$ cat config.mk
export PLATFORM = sky130hd
export DESIGN_NAME = lru_segment_mapping_table
export DESIGN_NICKNAME = d
export VERILOG_FILES = /design/src/lsmt_pkg.sv /design/src/lsmt_ram.sv /design/src/lsmt_ctrl.sv /design/src/lsmt_datapath.sv /design/src/lru_segment_mapping_table.sv
export SDC_FILE = /design/constraint.sdc
export NUM_CORES = 2
export LEC_CHECK = 0
export ABC_AREA = 1
export ABC_CLOCK_PERIOD_IN_PS = 35000
export BUFFER_PORTS_ARGS = -buffer_cell sky130_fd_sc_hd__buf_2
export CAP_MARGIN = 20
export CORE_MARGIN = 2
export CORE_UTILIZATION = 40
export CTS_CLUSTER_DIAMETER = 40
export DETAILED_ROUTE_END_ITERATION = 8
export HOLD_SLACK_MARGIN = 0.06
export PLACE_DENSITY = 0.57
export SLEW_MARGIN = 20
export SYNTH_ARGS = -nofsm -noshare
export SYNTH_HDL_FRONTEND = slang
export SYNTH_SLANG_ARGS = --single-unit
export TNS_END_PERCENT = 30
$ cat constraint.sdc
create_clock -name clk -period 35 [get_ports clk]
set_input_delay 8.75 -clock clk [delete_from_list [all_inputs] [get_ports clk]]
set_output_delay 8.75 -clock clk [all_outputs]
set_load 0.01 [all_outputs]
$ cat src/lsmt_pkg.sv
package lsmt_pkg;

	// Field widths of one word and one result.
	localparam int unsigned KEY_W = 31;
	localparam int unsigned ADDR_W = 48;
	localparam int unsigned STAMP_W = 32;
	localparam int unsigned SLOT_W = 5;

	// Default table depth.
	localparam int unsigned ENTRIES_DEF = 20;

	// One stored entry is {key, address, stamp}.
	localparam int unsigned WORD_W = KEY_W + ADDR_W + STAMP_W;
	localparam int unsigned STAMP_LSB = 0;
	localparam int unsigned ADDR_LSB = STAMP_W;
	localparam int unsigned KEY_LSB = STAMP_W + ADDR_W;

	// Command codes.
	localparam logic CMD_LOOKUP = 1'b0;
	localparam logic CMD_FLUSH = 1'b1;

	// Controller states.
	typedef enum logic [3:0] {
		ST_IDLE   = 4'b0001,
		ST_SCAN   = 4'b0010,
		ST_DRAIN  = 4'b0100,
		ST_COMMIT = 4'b1000
	} state_t;

	// Commands from the controller to the datapath.
	typedef struct packed {
		logic accept;
		logic scan;
		logic commit;
	} ctl_cmd_t;

	// Status from the datapath to the controller.
	typedef struct packed {
		logic last_read;
	} dp_status_t;

endpackage

$ cat src/lsmt_ram.sv
module lsmt_ram #(
	parameter int unsigned WIDTH = 8,
	parameter int unsigned DEPTH = 16
) (
	input  logic                     clk,
	input  logic                     we,
	input  logic [$clog2(DEPTH)-1:0] waddr,
	input  logic [WIDTH-1:0]         wdata,
	input  logic [$clog2(DEPTH)-1:0] raddr,
	output logic [WIDTH-1:0]         rdata
);

	logic [WIDTH-1:0] mem_q [DEPTH];

	// One write port and one registered read port.
	always_ff @(posedge clk) begin
		if (we) begin
			mem_q[waddr] <= wdata;
		end
		rdata <= mem_q[raddr];
	end

endmodule

$ cat src/lsmt_ctrl.sv
module lsmt_ctrl (
	input  logic                clk,
	input  logic                arst_n,
	input  logic                start,
	input  logic                command,
	input  lsmt_pkg::dp_status_t status,
	output lsmt_pkg::ctl_cmd_t  cmd,
	output logic                busy
);

	lsmt_pkg::state_t state_q;
	lsmt_pkg::state_t state_d;

	// Next state: a lookup scans all entries, a flush goes straight to commit.
	always_comb begin
		state_d = state_q;
		unique case (state_q)
			lsmt_pkg::ST_IDLE: begin
				if (start) begin
					if (command == lsmt_pkg::CMD_FLUSH) begin
						state_d = lsmt_pkg::ST_COMMIT;
					end else begin
						state_d = lsmt_pkg::ST_SCAN;
					end
				end
			end
			lsmt_pkg::ST_SCAN: begin
				if (status.last_read) begin
					state_d = lsmt_pkg::ST_DRAIN;
				end
			end
			lsmt_pkg::ST_DRAIN: begin
				state_d = lsmt_pkg::ST_COMMIT;
			end
			lsmt_pkg::ST_COMMIT: begin
				state_d = lsmt_pkg::ST_IDLE;
			end
			default: begin
				state_d = lsmt_pkg::ST_IDLE;
			end
		endcase
	end

	always_ff @(posedge clk or negedge arst_n) begin
		if (!arst_n) begin
			state_q <= lsmt_pkg::ST_IDLE;
		end else begin
			state_q <= state_d;
		end
	end

	// Command decode.
	assign busy = (state_q != lsmt_pkg::ST_IDLE);
	assign cmd.accept = (state_q == lsmt_pkg::ST_IDLE) && start;
	assign cmd.scan = (state_q == lsmt_pkg::ST_SCAN);
	assign cmd.commit = (state_q == lsmt_pkg::ST_COMMIT);

endmodule

$ cat src/lsmt_datapath.sv
module lsmt_datapath #(
	parameter int unsigned ENTRIES = lsmt_pkg::ENTRIES_DEF
) (
	input  logic                          clk,
	input  logic                          arst_n,
	input  lsmt_pkg::ctl_cmd_t            cmd,
	output lsmt_pkg::dp_status_t          status,
	input  logic                          command,
	input  logic [lsmt_pkg::KEY_W-1:0]    segment_key,
	input  logic [lsmt_pkg::ADDR_W-1:0]   fill_address,
	output logic                          done,
	output logic                          hit,
	output logic [lsmt_pkg::SLOT_W-1:0]   slot,
	output logic [lsmt_pkg::ADDR_W-1:0]   mapped_address,
	output logic                          evicted,
	output logic [lsmt_pkg::KEY_W-1:0]    evicted_key,
	output logic [lsmt_pkg::ADDR_W-1:0]   evicted_address
);

	localparam int unsigned IW = $clog2(ENTRIES);
	localparam int unsigned KW = lsmt_pkg::KEY_W;
	localparam int unsigned AW = lsmt_pkg::ADDR_W;
	localparam int unsigned SW = lsmt_pkg::STAMP_W;
	localparam int unsigned WW = lsmt_pkg::WORD_W;

	// Latched request and the use counter.
	logic          flush_q;
	logic [KW-1:0] key_q;
	logic [AW-1:0] fill_q;
	logic [SW-1:0] cnt_q;

	// Valid bits and scan bookkeeping.
	logic [ENTRIES-1:0] valid_q;
	logic [IW-1:0]      idx_q;
	logic               chk_s1;
	logic [IW-1:0]      chk_idx_s1;
	logic               hit_q;
	logic [IW-1:0]      hit_idx_q;
	logic [AW-1:0]      hit_addr_q;
	logic               free_q;
	logic [IW-1:0]      free_idx_q;
	logic               have_min_q;
	logic [SW-1:0]      min_q;
	logic [IW-1:0]      min_idx_q;
	logic [KW-1:0]      min_key_q;
	logic [AW-1:0]      min_addr_q;

	// Entry memory.
	logic          ram_we;
	logic [IW-1:0] ram_waddr;
	logic [WW-1:0] ram_wdata;
	logic [WW-1:0] ram_rdata;
	logic [KW-1:0] rd_key;
	logic [AW-1:0] rd_addr;
	logic [SW-1:0] rd_stamp;
	logic          rd_valid;

	// Commit decisions.
	logic          done_q;
	logic [IW-1:0] target;
	logic [AW-1:0] new_addr;
	logic          do_evict;

	lsmt_ram #(
		.WIDTH(WW),
		.DEPTH(ENTRIES)
	) u_ram (
		.clk  (clk),
		.we   (ram_we),
		.waddr(ram_waddr),
		.wdata(ram_wdata),
		.raddr(idx_q),
		.rdata(ram_rdata)
	);

	assign rd_key = ram_rdata[lsmt_pkg::KEY_LSB +: KW];
	assign rd_addr = ram_rdata[lsmt_pkg::ADDR_LSB +: AW];
	assign rd_stamp = ram_rdata[lsmt_pkg::STAMP_LSB +: SW];
	assign rd_valid = valid_q[chk_idx_s1];

	assign status.last_read = (idx_q == IW'(ENTRIES - 1));

	// Slot choice: hit first, then the lowest free slot, then the oldest entry.
	always_comb begin
		priority if (hit_q) begin
			target = hit_idx_q;
		end else if (free_q) begin
			target = free_idx_q;
		end else begin
			target = min_idx_q;
		end
	end

	assign new_addr = hit_q ? hit_addr_q : fill_q;
	assign do_evict = !hit_q && !free_q;

	assign ram_we = cmd.commit && !flush_q;
	assign ram_waddr = target;
	assign ram_wdata = {key_q, new_addr, cnt_q};

	// Request word and the counter, which counts lookups only.
	always_ff @(posedge clk) begin
		if (cmd.accept) begin
			key_q <= segment_key;
			fill_q <= fill_address;
		end
	end

	always_ff @(posedge clk or negedge arst_n) begin
		if (!arst_n) begin
			flush_q <= 1'b0;
			cnt_q <= '0;
		end else if (cmd.accept) begin
			flush_q <= (command == lsmt_pkg::CMD_FLUSH);
			if (command == lsmt_pkg::CMD_LOOKUP) begin
				cnt_q <= cnt_q + SW'(1);
			end
		end
	end

	// Read index walks the table; the read data is checked in the cycle after its index.
	always_ff @(posedge clk or negedge arst_n) begin
		if (!arst_n) begin
			idx_q <= '0;
			chk_s1 <= 1'b0;
			chk_idx_s1 <= '0;
		end else begin
			chk_s1 <= cmd.scan;
			chk_idx_s1 <= idx_q;
			if (cmd.accept) begin
				idx_q <= '0;
			end else if (cmd.scan && !status.last_read) begin
				idx_q <= idx_q + IW'(1);
			end
		end
	end

	// Scan flags: match, first free slot and whether an oldest entry is held.
	always_ff @(posedge clk or negedge arst_n) begin
		if (!arst_n) begin
			hit_q <= 1'b0;
			free_q <= 1'b0;
			have_min_q <= 1'b0;
		end else if (cmd.accept) begin
			hit_q <= 1'b0;
			free_q <= 1'b0;
			have_min_q <= 1'b0;
		end else if (chk_s1) begin
			if (rd_valid && rd_key == key_q) begin
				hit_q <= 1'b1;
			end
			if (!rd_valid) begin
				free_q <= 1'b1;
			end
			if (rd_valid) begin
				have_min_q <= 1'b1;
			end
		end
	end

	// Scan payload; only valid entries take part in the compare.
	always_ff @(posedge clk) begin
		if (chk_s1) begin
			if (rd_valid && rd_key == key_q) begin
				hit_idx_q <= chk_idx_s1;
				hit_addr_q <= rd_addr;
			end
			if (!rd_valid && !free_q) begin
				free_idx_q <= chk_idx_s1;
			end
			if (rd_valid && (!have_min_q || rd_stamp < min_q)) begin
				min_q <= rd_stamp;
				min_idx_q <= chk_idx_s1;
				min_key_q <= rd_key;
				min_addr_q <= rd_addr;
			end
		end
	end

	// Valid bits: cleared by a flush, set by a fill.
	always_ff @(posedge clk or negedge arst_n) begin
		if (!arst_n) begin
			valid_q <= '0;
		end else if (cmd.commit) begin
			if (flush_q) begin
				valid_q <= '0;
			end else begin
				valid_q[target] <= 1'b1;
			end
		end
	end

	// Result strobe.
	always_ff @(posedge clk or negedge arst_n) begin
		if (!arst_n) begin
			done_q <= 1'b0;
		end else begin
			done_q <= cmd.commit;
		end
	end

	// Result word; a flush reports all zero.
	always_ff @(posedge clk) begin
		if (cmd.commit) begin
			if (flush_q) begin
				hit <= 1'b0;
				slot <= '0;
				mapped_address <= '0;
				evicted <= 1'b0;
				evicted_key <= '0;
				evicted_address <= '0;
			end else begin
				hit <= hit_q;
				slot <= lsmt_pkg::SLOT_W'(target);
				mapped_address <= new_addr;
				evicted <= do_evict;
				evicted_key <= do_evict ? min_key_q : '0;
				evicted_address <= do_evict ? min_addr_q : '0;
			end
		end
	end

	assign done = done_q;

endmodule

$ cat src/lru_segment_mapping_table.sv
// Fully associative LRU table of ENTRIES slots mapping segment keys to
// addresses. Raise start with a command word while busy is low; the word is
// taken at that edge. A lookup passes the scan, drain and commit states; the
// scan reads one entry per cycle through the entry memory's single read port.
// A flush goes straight to the commit state. In both cases done is registered
// from the commit state. The result is shown for exactly one cycle with done
// high, and the receiver cannot stall it. The result ports hold their value
// until the next result. A new word may be started in the cycle that done is
// high.
module lru_segment_mapping_table #(
	parameter int unsigned ENTRIES = lsmt_pkg::ENTRIES_DEF
) (
	input  logic                          clk,
	input  logic                          arst_n,
	input  logic                          start,
	output logic                          busy,
	input  logic                          command,
	input  logic [lsmt_pkg::KEY_W-1:0]    segment_key,
	input  logic [lsmt_pkg::ADDR_W-1:0]   fill_address,
	output logic                          done,
	output logic                          hit,
	output logic [lsmt_pkg::SLOT_W-1:0]   slot,
	output logic [lsmt_pkg::ADDR_W-1:0]   mapped_address,
	output logic                          evicted,
	output logic [lsmt_pkg::KEY_W-1:0]    evicted_key,
	output logic [lsmt_pkg::ADDR_W-1:0]   evicted_address
);

	lsmt_pkg::ctl_cmd_t   cmd;
	lsmt_pkg::dp_status_t status;

	// Sequencer.
	lsmt_ctrl u_ctrl (
		.clk    (clk),
		.arst_n (arst_n),
		.start  (start),
		.command(command),
		.status (status),
		.cmd    (cmd),
		.busy   (busy)
	);

	// Table storage, scan and result registers.
	lsmt_datapath #(
		.ENTRIES(ENTRIES)
	) u_dp (
		.clk            (clk),
		.arst_n         (arst_n),
		.cmd            (cmd),
		.status         (status),
		.command        (command),
		.segment_key    (segment_key),
		.fill_address   (fill_address),
		.done           (done),
		.hit            (hit),
		.slot           (slot),
		.mapped_address (mapped_address),
		.evicted        (evicted),
		.evicted_key    (evicted_key),
		.evicted_address(evicted_address)
	);

endmodule

==> reports/metrics.csv <==
metric,value,unit
TritonCTS Sinks,2790,
Vert. Die Dim,519,um
Ports,219,
dominant cells by area after synthesis,"edfxtp_1 74%, o21ai_0 5.5%, nor2_1 4.6%",
CP bufs+invs,2,
Worst Setup End Kind,output pin,
r2r startpoint,u_dp.free_q,
synth-to-layout area growth,17.9,%
die area,269000,um2
layout cell share with drive strength beyond 1,0.128,
Final Hold Fails,0,
post_cts resized,0,
Min Hold Slack,0.395,ns
hold_sp,u_dp.u_ram.rdata[59],
DR pass1 iterations,6,
initial antenna violation count,3,
Overall Global Routing Usage,0.201,
Clock Latency Late Sink,0.95,ns
# setup viols final,0,
Fill cells,22900,
Layout Skew,0.0630,ns
gpl congestion,0.783,
hold path endpoint,u_dp.min_addr_q[27],
max_cap viols,0,
RSZ-0062 raised after global routing,false,
DRC,0,
Pwr per Cell Area,84.0,nW/um2
PortBufs,218,
CTS max path bufs,4,
CTS tree,yes,
Worst EP required,26.25,ns
Iter 0 DRT Violations,5997,
postcts setup bufs,0,
Worst-Margin Slew,1.15,ns
min cycle time layout,10.69,ns
count of unique library cells instantiated by Yosys,41,
CP Launch Type,register,
antenna-violating nets left,0,
Netlist Area Pre-Place,106000,um2
pre-CTS WS,24.33,ns
top cell type's share of synthesized area,0.739,
final wirelength,279,mm
synth warn,0,
Congestion Overflow GR,0,
r2r endpoint,u_dp.u_ram.mem_q[1][94],
largest net degree at the start of global routing,224,
hold buffers post-CTS,0,
cell count of the worst reg-to-reg path,10,
slowest CP cell,dfstp_2,
period utilization,0.305,
P_leak,44.1,nW
Core Rows,188,
first-pass GRT wire length,412,mm
mean post-synth cell area,13.6,um2
post-synthesis sequential area ratio,0.777,
Worst path max stage delay,0.54,ns
met3 wire len,16.6,mm
Num CTS Buffers,410,
detailed-route via count,64700,
WP data arrival,1.94,ns
r2r setup slk,30.03,ns
fmax,93.6,MHz
vias in the first global route,64000,
outcome,completed,
H-tree Lvls,5,
"most common cell after layout, fill and taps aside",edfxtp_1,
"CTS clk-pin slew, worst paths",0.05,ns
Worst path top cell family by delay,flip-flops,
via/cell ratio,5.41,
met2 routed WL,134,mm
Slew headroom,0.231,
CORE AREA,263000,um2
Syn Nets,7924,
CP cell instances,"inv_1, nor2_2, nand2_2, buf_2",
Sum Neg Setup Slack,0,ns
"area leader, netlist",edfxtp_1,
Post-Synthesis Cells,7808,
Synth Register Bits,2790,
net count reported at finish,8187,
Root Driver,clkbuf_16,
Detailed Place HPWL,128,mm
Met1 Routed Length,122,mm
Final Max Tran Viols,0,
crit-path max FO,4,
HP Class,reg -> reg,
DR WL/cell,23.3,um
Max IR drop VDD,0.0000671,V
"commonest non-fill, non-tap cells in the layout","2607 x edfxtp_1, 1286 x nor2_1, 1154 x o21ai_0",
post-route setup slack,24.31,ns
uppermost routed layer,met4,
crit path kind,reg -> out,
Antenna diodes,0,
Starting Density,0.403,
die width,519,um
Hold Path Depth,0,
-- worst max-delay path by stage --
stage,start,end,cells past startpoint
2_1_floorplan,u_ctrl.state_q[1],u_dp.u_ram.mem_q[1][0],5
3_3_place_gp,start,u_dp.cnt_q[24],10
3_5_place_dp,start,u_dp.cnt_q[24],10
4_1_cts,u_ctrl.state_q[0],busy,4
5_1_grt,u_ctrl.state_q[0],busy,4
6_report,u_ctrl.state_q[0],busy,4
-- cells by family (layout without fill, tap and decap cells) --
family / count (synthesis) / after routing / share of synthesized area
xor gates and xnor gates: 38 / 38 / 0.00314
DFF: 2790 / 2790 / 0.777
adders and majority gates: 33 / 33 / 0.00390
and+or+nand+nor: 2342 / 2342 / 0.0862
AOI/OAI and AO/OA: 1927 / 1927 / 0.101
buffers and inverters: 678 / 1299 / 0.0284
-- final cells by class --
type,count,area [um2],area share
Timing Repair Buffer,325,2100,0.0168
Tap cell,3515,4400,0.0352
Clock inverter,278,3530,0.0283
Sequential cell,2790,82300,0.659
Clock buffer,492,11000,0.0877
Multi-Input combinational cell,4340,20800,0.167
Inverter,204,803,0.00643
-- cell usage after synthesis, drive strengths merged --
cell,count
buf,125
nor3,20
ha,33
dfxtp,111
o22ai,554
inv,204
a211oi,2
o211ai,7
edfxtp,2607
nand4,16
nand3b,5
a21oi,82
nor4,2
or2,3
clkbuf,349
o21a,1
nand2,855
nor2,1316
o21ai,1172
dfrtp,71
o22a,96
xnor2,16
xor2,22
a31o,1
dfstp,1
nand3,125
a31oi,12
-- routing by layer --
metal	track usage	up-vias
met5	0	-
met4	0.0543	0
met3	0.0274	461
met2	0.338	2150
met1	0.276	32800
li1	-	29300
-- flip-flops by register name, indices dropped and copies added, names as in the netlist, 4 cells and up --
| signal | flops |
|---|---|
| u_ctrl.state_q | 4 |
| u_dp.hit_idx_q | 5 |
| u_dp.slot | 5 |
| u_dp.min_q | 32 |
| u_dp.mapped_address | 48 |
| u_dp.min_idx_q | 5 |
| u_dp.min_key_q | 31 |
| u_dp.min_addr_q | 48 |
| u_dp.idx_q | 5 |
| u_dp.evicted_key | 31 |
| u_dp.hit_addr_q | 48 |
| u_dp.fill_q | 48 |
| u_dp.evicted_address | 48 |
| u_dp.chk_idx_s1 | 5 |
| u_dp.u_ram.mem_q | 2220 |
| u_dp.valid_q | 20 |
| u_dp.cnt_q | 32 |
| u_dp.free_idx_q | 5 |
| u_dp.key_q | 31 |
| u_dp.u_ram.rdata | 111 |
-- where the power goes --
part	switching, mW	internal [mW]	total, mW
registers	0.170	3.99	4.16
logic	1.47	0.617	2.09
clock network	1.57	2.66	4.24
total	3.21	7.28	10.5
-- per-stage QoR --
| step | cells | total power, mW | area, um2 | utilization |
|---|---|---|---|---|
| global placement | 11200 | 6.27 | 110000 | 0.420 |
| global route | 11900 | 11.0 | 125000 | 0.475 |
| CTS | 11900 | 10.6 | 125000 | 0.475 |
| floorplan | 7808 | 5.67 | 106000 | - |
| detailed placement | 11200 | 6.32 | 110000 | 0.420 |
| finish | 11900 | 10.5 | 125000 | 0.475 |
(Power assumes the default switching activity.)
